$ cat config.mk
export PLATFORM = sky130hd
export DESIGN_NAME = cobs_crc_frame_decoder
export DESIGN_NICKNAME = d
export VERILOG_FILES = /design/src/rtl/cobs_pkg.sv /design/src/rtl/cobs_frame_core.sv /design/src/rtl/cobs_crc_frame_decoder.sv
export SDC_FILE = /design/constraint.sdc
export NUM_CORES = 1
export LEC_CHECK = 0
export ABC_AREA = 1
export BUFFER_PORTS_ARGS = -buffer_cell sky130_fd_sc_hd__clkbuf_2
export CORE_ASPECT_RATIO = 0.5
export CORE_MARGIN = 3
export CORE_UTILIZATION = 60
export DETAILED_ROUTE_END_ITERATION = 6
export PLACE_DENSITY = 0.81
export SLEW_MARGIN = 25
export SYNTH_ARGS = -nofsm -noshare
export SYNTH_HDL_FRONTEND = slang
export SYNTH_SLANG_ARGS = --single-unit
$ cat constraint.sdc
create_clock -name clk -period 5.9 [get_ports clk]
set_input_delay 0.59 -clock clk [delete_from_list [all_inputs] [get_ports clk]]
set_output_delay 0.59 -clock clk [all_outputs]
set_load 0.01 [all_outputs]
$ cat src/rtl/cobs_pkg.sv
`timescale 1ns / 1ps
`default_nettype none
// ----------------------------------------------------------------------------
// cobs_pkg
// Shared types, constants and the CRC-16-CCITT byte step for the COBS
// frame decoder.
// ----------------------------------------------------------------------------
package cobs_pkg;

	localparam int unsigned MAX_BODY_BYTES_DEF = 256;
	localparam int unsigned HEADER_LEN         = 4;
	localparam int unsigned CRC_LEN            = 2;

	localparam logic [15:0] CRC_INIT   = 16'hFFFF;
	localparam logic [15:0] CRC_POLY   = 16'h1021;
	localparam logic [7:0]  VER_RESET  = 8'd1;
	localparam logic [7:0]  CODE_FULL  = 8'hFF;
	localparam logic [8:0]  COUNT_MAX  = 9'h1FF;

	typedef enum logic [2:0] {
		ST_OK        = 3'd0,
		ST_BAD_COBS  = 3'd1,
		ST_SHORT     = 3'd2,
		ST_LONG      = 3'd3,
		ST_BAD_CRC   = 3'd4,
		ST_BAD_VER   = 3'd5
	} status_t;

	typedef enum logic {
		KIND_BODY   = 1'b0,
		KIND_STATUS = 1'b1
	} kind_t;

	// one result of a decode step
	typedef struct packed {
		logic        emit;
		kind_t       kind;
		logic [7:0]  body;
		status_t     status;
		logic [7:0]  msg_type;
		logic [15:0] seq;
		logic [8:0]  len;
	} result_t;

	// msb-first crc-16-ccitt over one byte
	function automatic logic [15:0] crc_feed(input logic [15:0] crc, input logic [7:0] b);
		logic [15:0] c;
		c = crc ^ {b, 8'h00};
		for (int i = 0; i < 8; i++) begin
			if (c[15]) begin
				c = {c[14:0], 1'b0} ^ CRC_POLY;
			end else begin
				c = {c[14:0], 1'b0};
			end
		end
		return c;
	endfunction

endpackage
`default_nettype wire

$ cat src/rtl/cobs_frame_core.sv
`timescale 1ns / 1ps
`default_nettype none
// ----------------------------------------------------------------------------
// cobs_frame_core
// Frame state and single-step decode: COBS unstuffing, two-byte CRC delay
// line, header capture and end-of-frame status.
// ----------------------------------------------------------------------------
module cobs_frame_core #(
	parameter int unsigned MAX_BODY_BYTES = cobs_pkg::MAX_BODY_BYTES_DEF
) (
	input  wire logic              clk,
	input  wire logic              arst_n,
	input  wire logic              step,
	input  wire logic [7:0]        byte_in,
	input  wire logic [7:0]        version,
	output cobs_pkg::result_t      res
);

	localparam logic [8:0] LONG_LIMIT =
		9'(MAX_BODY_BYTES + cobs_pkg::HEADER_LEN + cobs_pkg::CRC_LEN);
	localparam logic [8:0] MIN_LEN = 9'(cobs_pkg::HEADER_LEN + cobs_pkg::CRC_LEN);
	localparam logic [8:0] HDR_OVH = 9'(cobs_pkg::HEADER_LEN + cobs_pkg::CRC_LEN);

	logic [7:0]  rem_q, rem_d;
	logic        full_q, full_d;
	logic        zpend_q, zpend_d;
	logic [8:0]  count_q, count_d;
	logic [7:0]  tail0_q, tail0_d, tail1_q, tail1_d;
	logic [15:0] crc_q, crc_d;
	logic        vmatch_q, vmatch_d;
	logic [7:0]  type_q, type_d;
	logic [15:0] seq_q, seq_d;

	logic        term;
	logic        push;
	logic [7:0]  pb;
	cobs_pkg::status_t status;

	always_comb begin
		term     = (byte_in == 8'h00);
		rem_d    = rem_q;
		full_d   = full_q;
		zpend_d  = zpend_q;
		count_d  = count_q;
		tail0_d  = tail0_q;
		tail1_d  = tail1_q;
		crc_d    = crc_q;
		vmatch_d = vmatch_q;
		type_d   = type_q;
		seq_d    = seq_q;
		push     = 1'b0;
		pb       = byte_in;
		status   = cobs_pkg::ST_OK;

		res          = '0;
		res.kind     = cobs_pkg::KIND_BODY;
		res.status   = cobs_pkg::ST_OK;

		if (term) begin
			if (rem_q != 8'd0) begin
				status = cobs_pkg::ST_BAD_COBS;
			end else if (count_q < MIN_LEN) begin
				status = cobs_pkg::ST_SHORT;
			end else if (count_q > LONG_LIMIT) begin
				status = cobs_pkg::ST_LONG;
			end else if ({tail1_q, tail0_q} != crc_q) begin
				status = cobs_pkg::ST_BAD_CRC;
			end else if (!vmatch_q) begin
				status = cobs_pkg::ST_BAD_VER;
			end
			res.emit     = 1'b1;
			res.kind     = cobs_pkg::KIND_STATUS;
			res.status   = status;
			res.msg_type = type_q;
			res.seq      = seq_q;
			res.len      = (status == cobs_pkg::ST_OK) ? (count_q - HDR_OVH) : 9'd0;
			// frame state back to reset
			rem_d    = 8'd0;
			full_d   = 1'b0;
			zpend_d  = 1'b0;
			count_d  = 9'd0;
			tail0_d  = 8'd0;
			tail1_d  = 8'd0;
			crc_d    = cobs_pkg::CRC_INIT;
			vmatch_d = 1'b0;
			type_d   = 8'd0;
			seq_d    = 16'd0;
		end else begin
			if (rem_q == 8'd0) begin
				// code byte: owed zero from the previous short block goes in first
				push    = zpend_q;
				pb      = 8'h00;
				rem_d   = byte_in - 8'd1;
				full_d  = (byte_in == cobs_pkg::CODE_FULL);
				zpend_d = (byte_in == 8'd1);
			end else begin
				push    = 1'b1;
				rem_d   = rem_q - 8'd1;
				zpend_d = (rem_q == 8'd1) && !full_q;
			end

			if (push) begin
				case (count_q)
					9'd0: vmatch_d = (pb == version);
					9'd1: type_d = pb;
					9'd2: seq_d = {seq_q[15:8], pb};
					9'd3: seq_d = {pb, seq_q[7:0]};
					default: ;
				endcase
				if (count_q >= 9'(cobs_pkg::CRC_LEN)) begin
					crc_d = cobs_pkg::crc_feed(crc_q, tail0_q);
					if (count_q >= HDR_OVH) begin
						res.emit = 1'b1;
						res.body = tail0_q;
					end
				end
				tail0_d = tail1_q;
				tail1_d = pb;
				if (count_q != cobs_pkg::COUNT_MAX) begin
					count_d = count_q + 9'd1;
				end
			end
		end
	end

	always_ff @(posedge clk or negedge arst_n) begin
		if (!arst_n) begin
			rem_q    <= 8'd0;
			full_q   <= 1'b0;
			zpend_q  <= 1'b0;
			count_q  <= 9'd0;
			tail0_q  <= 8'd0;
			tail1_q  <= 8'd0;
			crc_q    <= cobs_pkg::CRC_INIT;
			vmatch_q <= 1'b0;
			type_q   <= 8'd0;
			seq_q    <= 16'd0;
		end else if (step) begin
			rem_q    <= rem_d;
			full_q   <= full_d;
			zpend_q  <= zpend_d;
			count_q  <= count_d;
			tail0_q  <= tail0_d;
			tail1_q  <= tail1_d;
			crc_q    <= crc_d;
			vmatch_q <= vmatch_d;
			type_q   <= type_d;
			seq_q    <= seq_d;
		end
	end

endmodule
`default_nettype wire

$ cat src/rtl/cobs_crc_frame_decoder.sv
`timescale 1ns / 1ps
`default_nettype none
// path: an accepted input beat is held in the input register, and its result is
//   registered in the result register
// throughput: one encoded byte per cycle while no byte with a result meets a stalled
//   output, limited by the crc byte step and cobs counter update in the frame core
// reset: arst_n clears frame state and the valid bits of both stages, and sets
//   protocol_version to 1
// ----------------------------------------------------------------------------
// cobs_crc_frame_decoder
// COBS deframer with CRC-16-CCITT check: input register, frame core,
// result register.
// ----------------------------------------------------------------------------
module cobs_crc_frame_decoder #(
	parameter int unsigned MAX_BODY_BYTES = cobs_pkg::MAX_BODY_BYTES_DEF
) (
	input  wire logic        clk,
	input  wire logic        arst_n,
	input  wire logic        cfg_valid,
	output logic             cfg_ready,
	input  wire logic [7:0]  cfg_data,
	input  wire logic        in_valid,
	output logic             in_stall,
	input  wire logic [7:0]  in_byte,
	output logic             out_valid,
	input  wire logic        out_stall,
	output logic             out_kind,
	output logic [7:0]       body_byte,
	output logic [2:0]       frame_status,
	output logic [7:0]       message_type,
	output logic [15:0]      sequence_number,
	output logic [8:0]       body_length
);

	logic              valid_s1;
	logic [7:0]        byte_s1;
	logic [7:0]        version_q;
	logic              out_free;
	logic              adv;
	cobs_pkg::result_t res;
	cobs_pkg::result_t res_q;

	assign cfg_ready = 1'b1;
	assign out_free  = !out_valid || !out_stall;
	// a beat that yields no result never waits on the output side
	assign adv       = valid_s1 && (!res.emit || out_free);
	assign in_stall  = valid_s1 && !adv;

	always_ff @(posedge clk or negedge arst_n) begin
		if (!arst_n) begin
			version_q <= cobs_pkg::VER_RESET;
		end else if (cfg_valid) begin
			version_q <= cfg_data;
		end
	end

	always_ff @(posedge clk or negedge arst_n) begin
		if (!arst_n) begin
			valid_s1 <= 1'b0;
		end else if (in_valid && !in_stall) begin
			valid_s1 <= 1'b1;
		end else if (adv) begin
			valid_s1 <= 1'b0;
		end
	end

	always_ff @(posedge clk) begin
		if (in_valid && !in_stall) begin
			byte_s1 <= in_byte;
		end
	end

	cobs_frame_core #(
		.MAX_BODY_BYTES(MAX_BODY_BYTES)
	) u_core (
		.clk     (clk),
		.arst_n  (arst_n),
		.step    (adv),
		.byte_in (byte_s1),
		.version (version_q),
		.res     (res)
	);

	always_ff @(posedge clk or negedge arst_n) begin
		if (!arst_n) begin
			out_valid <= 1'b0;
		end else if (adv && res.emit) begin
			out_valid <= 1'b1;
		end else if (!out_stall) begin
			out_valid <= 1'b0;
		end
	end

	always_ff @(posedge clk) begin
		if (adv && res.emit) begin
			res_q <= res;
		end
	end

	assign out_kind        = res_q.kind;
	assign body_byte       = res_q.body;
	assign frame_status    = res_q.status;
	assign message_type    = res_q.msg_type;
	assign sequence_number = res_q.seq;
	assign body_length     = res_q.len;

endmodule
`default_nettype wire

==> flow_summary_export.csv, run 1 <==
group,metric,value,unit
detailed_routing,drc,0,
sta,whs,0.177,ns
cts,post_cts_resized,0,
synth,async_flop_share,61.9,%
sta,drv_slew,0,
sta,rsz0062_at_grt,"no",
sta,slew_headroom,40.8,%
placement,io_buffers,67,
detailed_routing,wl,16.0,mm
cells_and_area,final_core_utilization,72.0,%
global_routing,track_usage,25.1,%
setup_path,end_kind,"flop",
floorplan,io_pins,69,
cts,cts-htree-levels,4,
synth,yosys_warnings,0,
detailed_routing,drtAntennaViolNets,0,
floorplan,fp.coreArea,11300,µm²
synth,synth_top_area_share,24.1,%
floorplan,rows,27,
synth,yosys.area.top_type,"dfrtp_1",
sta,max_freq,226,MHz
setup_path,path_class,"flop to flop",
floorplan,start_util,63.4,%
global_routing,grt_pass1_vias,5626,
global_routing,antenna_found_initial,0,
sta,tightest_slew,0.887,ns
cells_and_area,final_area,8150,µm²
sta,post-route-period-util,75.1,%
cts,cts_hold_repair.buffers,0,
sta,fin_crit,4.43,ns
synth,ys_seq_elements,139,
detailed_routing,wire_per_inst,14.8,µm
power,power.total,4.62,mW
synth,seq_area_frac_synth,52.5,%
synth,synth_edf_count,53,
synth,yosys_most_used_dff,"dfrtp_1",
synth,netlist_area,7170,µm²
global_routing,gr-total-overflow,0,
power,powerDensity,566,nW/µm²
synth,synth_most_common_cell,"nand2_1",
detailed_routing,dr.pass1.iters,5,
floorplan,die_w,161,µm
cts,clock_path_buffers,2,
run_status,outcome,"completed",
cts,path_clk_slew,0.06,ns
setup_path,start_kind,"flop",
synth,synthTopCellsByCount,"nand2_1 (252), inv_1 (105), nor2_1 (90)",
cells_and_area,nFillCells,841,
detailed_routing,drt-initial-drc-count,476,
placement,gp_congestion,0.904,
cts,cts.sinks,139,
cts,cts_root_buf,"clkbuf_16",
min_path,hold_path.class,"primary input to async pin",
sta,final-setup-viol-count,0,
sta,finalClockSkew,0.0124,ns
sta,timing.setup.tns,0,ns
cells_and_area,area_growth,13.7,%
setup_path,crit_fanout,59,
synth,synth_fp_nets,878,
cells_and_area,drive_gt1_share,17.5,%
synth,synthTopCellsByArea,"dfrtp_1 (24%), edfxtp_1 (22%), nand2_1 (13%)",
synth,synth_cells,844,
cts,insertion_delay,0.42,ns
placement,placed_area,7560,µm²
detailed_routing,vias_per_cell,5.29,
placement,hpwl,10.4,mm
global_routing,grt_start_max_net_pins,80,
run,maxCapViolCount,0,
global_routing,grt_pass1_wl,27.0,mm
sta,hold_viol,0,
synth,synth.avg_cell_area,8.50,µm²
cts,cts_tree,"done",
cts,cts_setup_buffers,0,
setup_path,crit_required,5.82,ns
synth,ys_types,43,
cells_and_area,finish.net_count,940,
setup_path,worstPathArrival,4.35,ns
floorplan,dieArea,13400,µm²
power,p_leak,3.97,nW
cells_and_area,antenna_cells,0,
cts,cts_buffers,17,
detailed_routing,num_vias,5708,
floorplan,die_height,83.3,µm
power,peakVddDrop,0.237,mV
[logic make-up (layout without fill, tap and decap cells)]
kind of cell | after synthesis | after routing | synth area share [%]
adders and majority gates | 13 | 13 | 2.27
and+or+nand+nor | 434 | 434 | 26.7
DFF | 139 | 139 | 52.5
muxes | 2 | 2 | 0.314
buffers and inverters | 135 | 210 | 8.01
xor gates and xnor gates | 23 | 23 | 2.81
AOI/OAI and AO/OA | 97 | 97 | 7.34
other | 1 | 1 | 0.0523
[worst max-delay path, stage by stage (launching register included)]
cell and delay (ns):
edfxtp_1 0.47, inv_1 0.10, ha_1 0.20, nand3_2 0.13, nor2_4 0.62, clkinv_2 0.91
nand2_2 0.37, nand2_4 0.11, nand2_8 0.16, inv_6 0.07, nand2_1 0.12, clkinv_2 0.63
[routing by layer]
| layer | wire length, µm | share of wire (%) | global-route usage (%) |
|---|---|---|---|
| met5 | 0 | 0 | 0 |
| met4 | 227 | 1.4 | 8.11 |
| met3 | 932 | 5.8 | 5.48 |
| met2 | 7610 | 48 | 40.5 |
| met1 | 7210 | 45 | 34.3 |
[final timing paths]
path	end	start	cells after the start	slack (ns)
worst max-delay path	sequence_number[5]	byte_s1[0]	11	1.47
worst min-delay path	u_core.crc_q[3]	arst_n	1	0.18
worst max register to register	sequence_number[5]	byte_s1[0]	11	1.47
worst min register to register	u_core.seq_q[15]	u_core.seq_q[15]	2	0.47
max in group asynchronous	u_core.count_q[5]	arst_n	2	4.98
min in group clk	byte_s1[6]	in_byte[6]	1	0.34
[power breakdown]
| group | internal [mW] | total [mW] | switching (mW) | leakage (nW) |
|---|---|---|---|---|
| clock | 0.662 | 1.07 | 0.409 | 0.278 |
| sequential | 1.46 | 1.72 | 0.263 | 1.55 |
| combinational | 0.625 | 1.82 | 1.20 | 2.14 |
[state kept, by name (all words and copies together), names as in the netlist, 9 cells and up]
| signal | cells |
|---|---|
| u_core.count_q | 9 |
| u_core.seq_q | 16 |
| sequence_number | 16 |
| u_core.crc_q | 16 |
| body_length | 9 |
[final cells by class]
class                      instances  area (µm²)  area share, %
sequential                       139        3760           46.2
multi-input combinational        570        2830           34.8
clock buffer                      20         437           5.36
inverter                         110         420           5.16
timing repair buffer              68         349           4.28
tap                              159         199           2.44
clock inverter                    12         149           1.83
[cell usage in the layout (no fill, tap or decap), drive strengths merged]
cell type	n
clkinv	7
mux2	2
bufinv	3
o211ai	1
o31ai	2
o22ai	1
dfrtp	69
inv	109
a21oi	22
nor2	102
nand2	265
or2	4
dfstp	17
nand3b	2
nand4	4
clkbuf	86
buf	2
nand3	49
nor3b	1
nor4	1
nor3	6
o21ai	69
edfxtp	53
o21a	1
ha	13
o2111ai	1
xnor2	11
conb	1
clkinvlp	3
xor2	12
[per-stage QoR]
| stage | std cells | setup slack (ns) |
|---|---|---|
| after floorplan | 844 | 3.15 |
| after global placement | 1046 | 2.42 |
| after detailed placement | 1046 | 2.21 |
| after CTS | 1078 | 2.10 |
| after global routing | 1078 | 1.07 |
| final | 1078 | 1.47 |
Power figures use the tool's default switching activity.
==> run 2, diff against run 1 <==
==> constraint.sdc (replaced) <==
create_clock -name clk -period 4.5 [get_ports clk]
set_input_delay 0.45 -clock clk [delete_from_list [all_inputs] [get_ports clk]]
set_output_delay 0.45 -clock clk [all_outputs]
set_load 0.01 [all_outputs]
==> run 2 against run 1 <==
Against the previous run:
- die area unchanged
- critical endpoint unchanged
- wire length decreased by 4.8%
- largest power group unchanged
- global-route usage shrank 1.3 points
- critical path depth grew 1
- via count shrank 2.1%
- first-iteration DRC count decreased by 2.1%
- critical path type unchanged
- clock skew shrank 0.0030 ns
- final cell count barely moved
- register-to-register slack got worse by 0.35 ns
- sequential power is 31% higher
- core utilization up 0.19 points
- clock power grew 34%
==> flow_summary_export.csv, run 2 (synthesis results as in run 1) <==
group,metric,value,unit
detailed_routing,num_vias,5587,
floorplan,dieArea,13400,µm²
power,p_int,3.60,mW
power,powerDensity,739,nW/µm²
detailed_routing,drtAntennaViolNets,0,
power,p_sw,2.44,mW
global_routing,grt_pass1_wl,25.6,mm
min_path,hold_path.class,"primary input to async pin",
sta,finalClockSkew,0.00940,ns
setup_path,crit_end,"sequence_number[5]",
sta,max_freq,296,MHz
setup_path,path_class,"flop to flop",
cts,cts_hold_repair.buffers,0,
cts,cts_root_buf,"clkbuf_16",
cells_and_area,drive_gt1_share,17.9,%
sta,drv_slew,0,
power,seqPwrFrac,37.3,%
setup_path,end_kind,"flop",
cells_and_area,nFillCells,827,
setup_path,rrSetupSlack,1.12,ns
sta,rsz0062_at_grt,"no",
sta,final-setup-viol-count,0,
sta,fin_crit,3.38,ns
cells_and_area,final_area,8170,µm²
sta,post-route-period-util,75.2,%
detailed_routing,wire_per_inst,14.1,µm
floorplan,die_height,83.3,µm
setup_path,crit_start,"byte_s1[0]",
sta,timing.setup.tns,0,ns
global_routing,antenna_found_initial,0,
power,peakVddDrop,0.332,mV
run_status,outcome,"completed",
power,p_sw_share,40.3,%
cts,cts-htree-levels,4,
detailed_routing,wl,15.2,mm
power,power_frac_comb,39.1,%
global_routing,track_usage,23.8,%
sta,whs,0.0703,ns
setup_path,worstPathArrival,3.42,ns
power,p_leak,3.98,nW
detailed_routing,vias_per_cell,5.18,
setup_path,crit_required,4.54,ns
power,clockPowerShare,23.6,%
placement,io_buffers,67,
placement,gp_congestion,0.876,
cells_and_area,antenna_cells,0,
cts,cts.sinks,139,
setup_path,reg2reg_from,"byte_s1[0]",
cts,path_clk_slew,0.06,ns
run,maxCapViolCount,0,
cts,cts_buffers,17,
floorplan,rows,27,
detailed_routing,dr.pass1.iters,4,
floorplan,fp.coreArea,11300,µm²
detailed_routing,drt-initial-drc-count,466,
cts,cts_setup_buffers,0,
cts,insertion_delay,0.42,ns
setup_path,crit_fanout,59,
global_routing,grt_pass1_vias,5472,
cts,cts_tree,"done",
placement,placed_area,7570,µm²
cts,post_cts_resized,0,
cells_and_area,area_growth,14.0,%
placement,hpwl,10.4,mm
sta,slew_headroom,35.4,%
setup_path,start_kind,"flop",
cts,clock_path_buffers,2,
global_routing,grt_start_max_net_pins,87,
cells_and_area,layout_commonest_cell,"nand2_1",
floorplan,io_pins,69,
cells_and_area,layout_common_cells,"nand2_1 (252), inv_1 (104), nor2_1 (90), dfrtp_1 (69), clkbuf_2 (66)",
setup_path,reg2reg_to,"sequence_number[5]",
setup_path,r2r_cells,12,
cells_and_area,finish.net_count,941,
global_routing,gr-total-overflow,0,
detailed_routing,drc,0,
sta,tightest_slew,0.968,ns
floorplan,die_w,161,µm
sta,hold_viol,0,
floorplan,start_util,63.4,%
run 2: cell count changes in the layout (fill, tap and decap cells not counted), sizes merged:
cell / delta
clkinvlp: +1
clkbuf: -2
clkinv: -1
buf: +1
inv: +2
run 2: layout make-up:
class / instances / area [µm²] / share of cell area [%]
Timing Repair Buffer: 69 / 357 / 4.36
Sequential cell: 139 / 3760 / 46.1
Clock inverter: 14 / 173 / 2.11
Multi-Input combinational cell: 570 / 2830 / 34.7
Tap cell: 159 / 199 / 2.43
Inverter: 110 / 418 / 5.11
Clock buffer: 18 / 429 / 5.25
run 2: worst max-delay path: stages (launching register included):
cell,delay (ns)
edfxtp_1,0.45
inv_1,0.07
ha_1,0.24
nand3_2,0.12
nor2_4,0.14
inv_2,0.07
buf_4,0.51
nand2_2,0.18
nand2_4,0.13
nand2_8,0.12
inv_6,0.13
nand2_1,0.10
inv_2,0.71
run 2: how the worst min path moves through the flow:
stage | start | endpoint | slack (ns)
2_1_floorplan | arst_n | out_valid | 0.15
3_3_place_gp | u_core.seq_q[1] | u_core.seq_q[1] | 0.46
3_5_place_dp | u_core.seq_q[5] | u_core.seq_q[5] | 0.46
4_1_cts | arst_n | u_core.tail1_q[6] | 0.13
5_1_grt | arst_n | u_core.seq_q[2] | 0.14
6_report | arst_n | u_core.seq_q[2] | 0.07
run 2: power groups by stage:
stage | Clock [mW] | Combinational [mW] | Sequential [mW]
global route | 1.50 | 2.68 | 2.32
floorplan | 0 | 1.77 | 2.25
finish | 1.43 | 2.36 | 2.26
detailed placement | 0 | 2.32 | 2.27
CTS | 1.43 | 2.36 | 2.25
global placement | 0 | 2.26 | 2.26
run 2: through the flow:
step	setup WS [ns]	power (mW)	util, %	cells
final	1.12	6.04	72.2	1079
after global routing	0.814	6.49	72.2	1079
after global placement	1.24	4.52	66.9	1047
after detailed placement	1.12	4.59	66.9	1047
after CTS	1.09	6.04	72.2	1079
after floorplan	1.75	4.02	-	844
run 2: layer usage:
layer  vias up  GRT usage (%)  part of all wire (%)
met3        25           6.58                   7.0
li1       2790              -                     -
met1      2588           32.5                    46
met4         0           8.66                   1.5
met2       184           36.7                    45
met5         -              0                     0
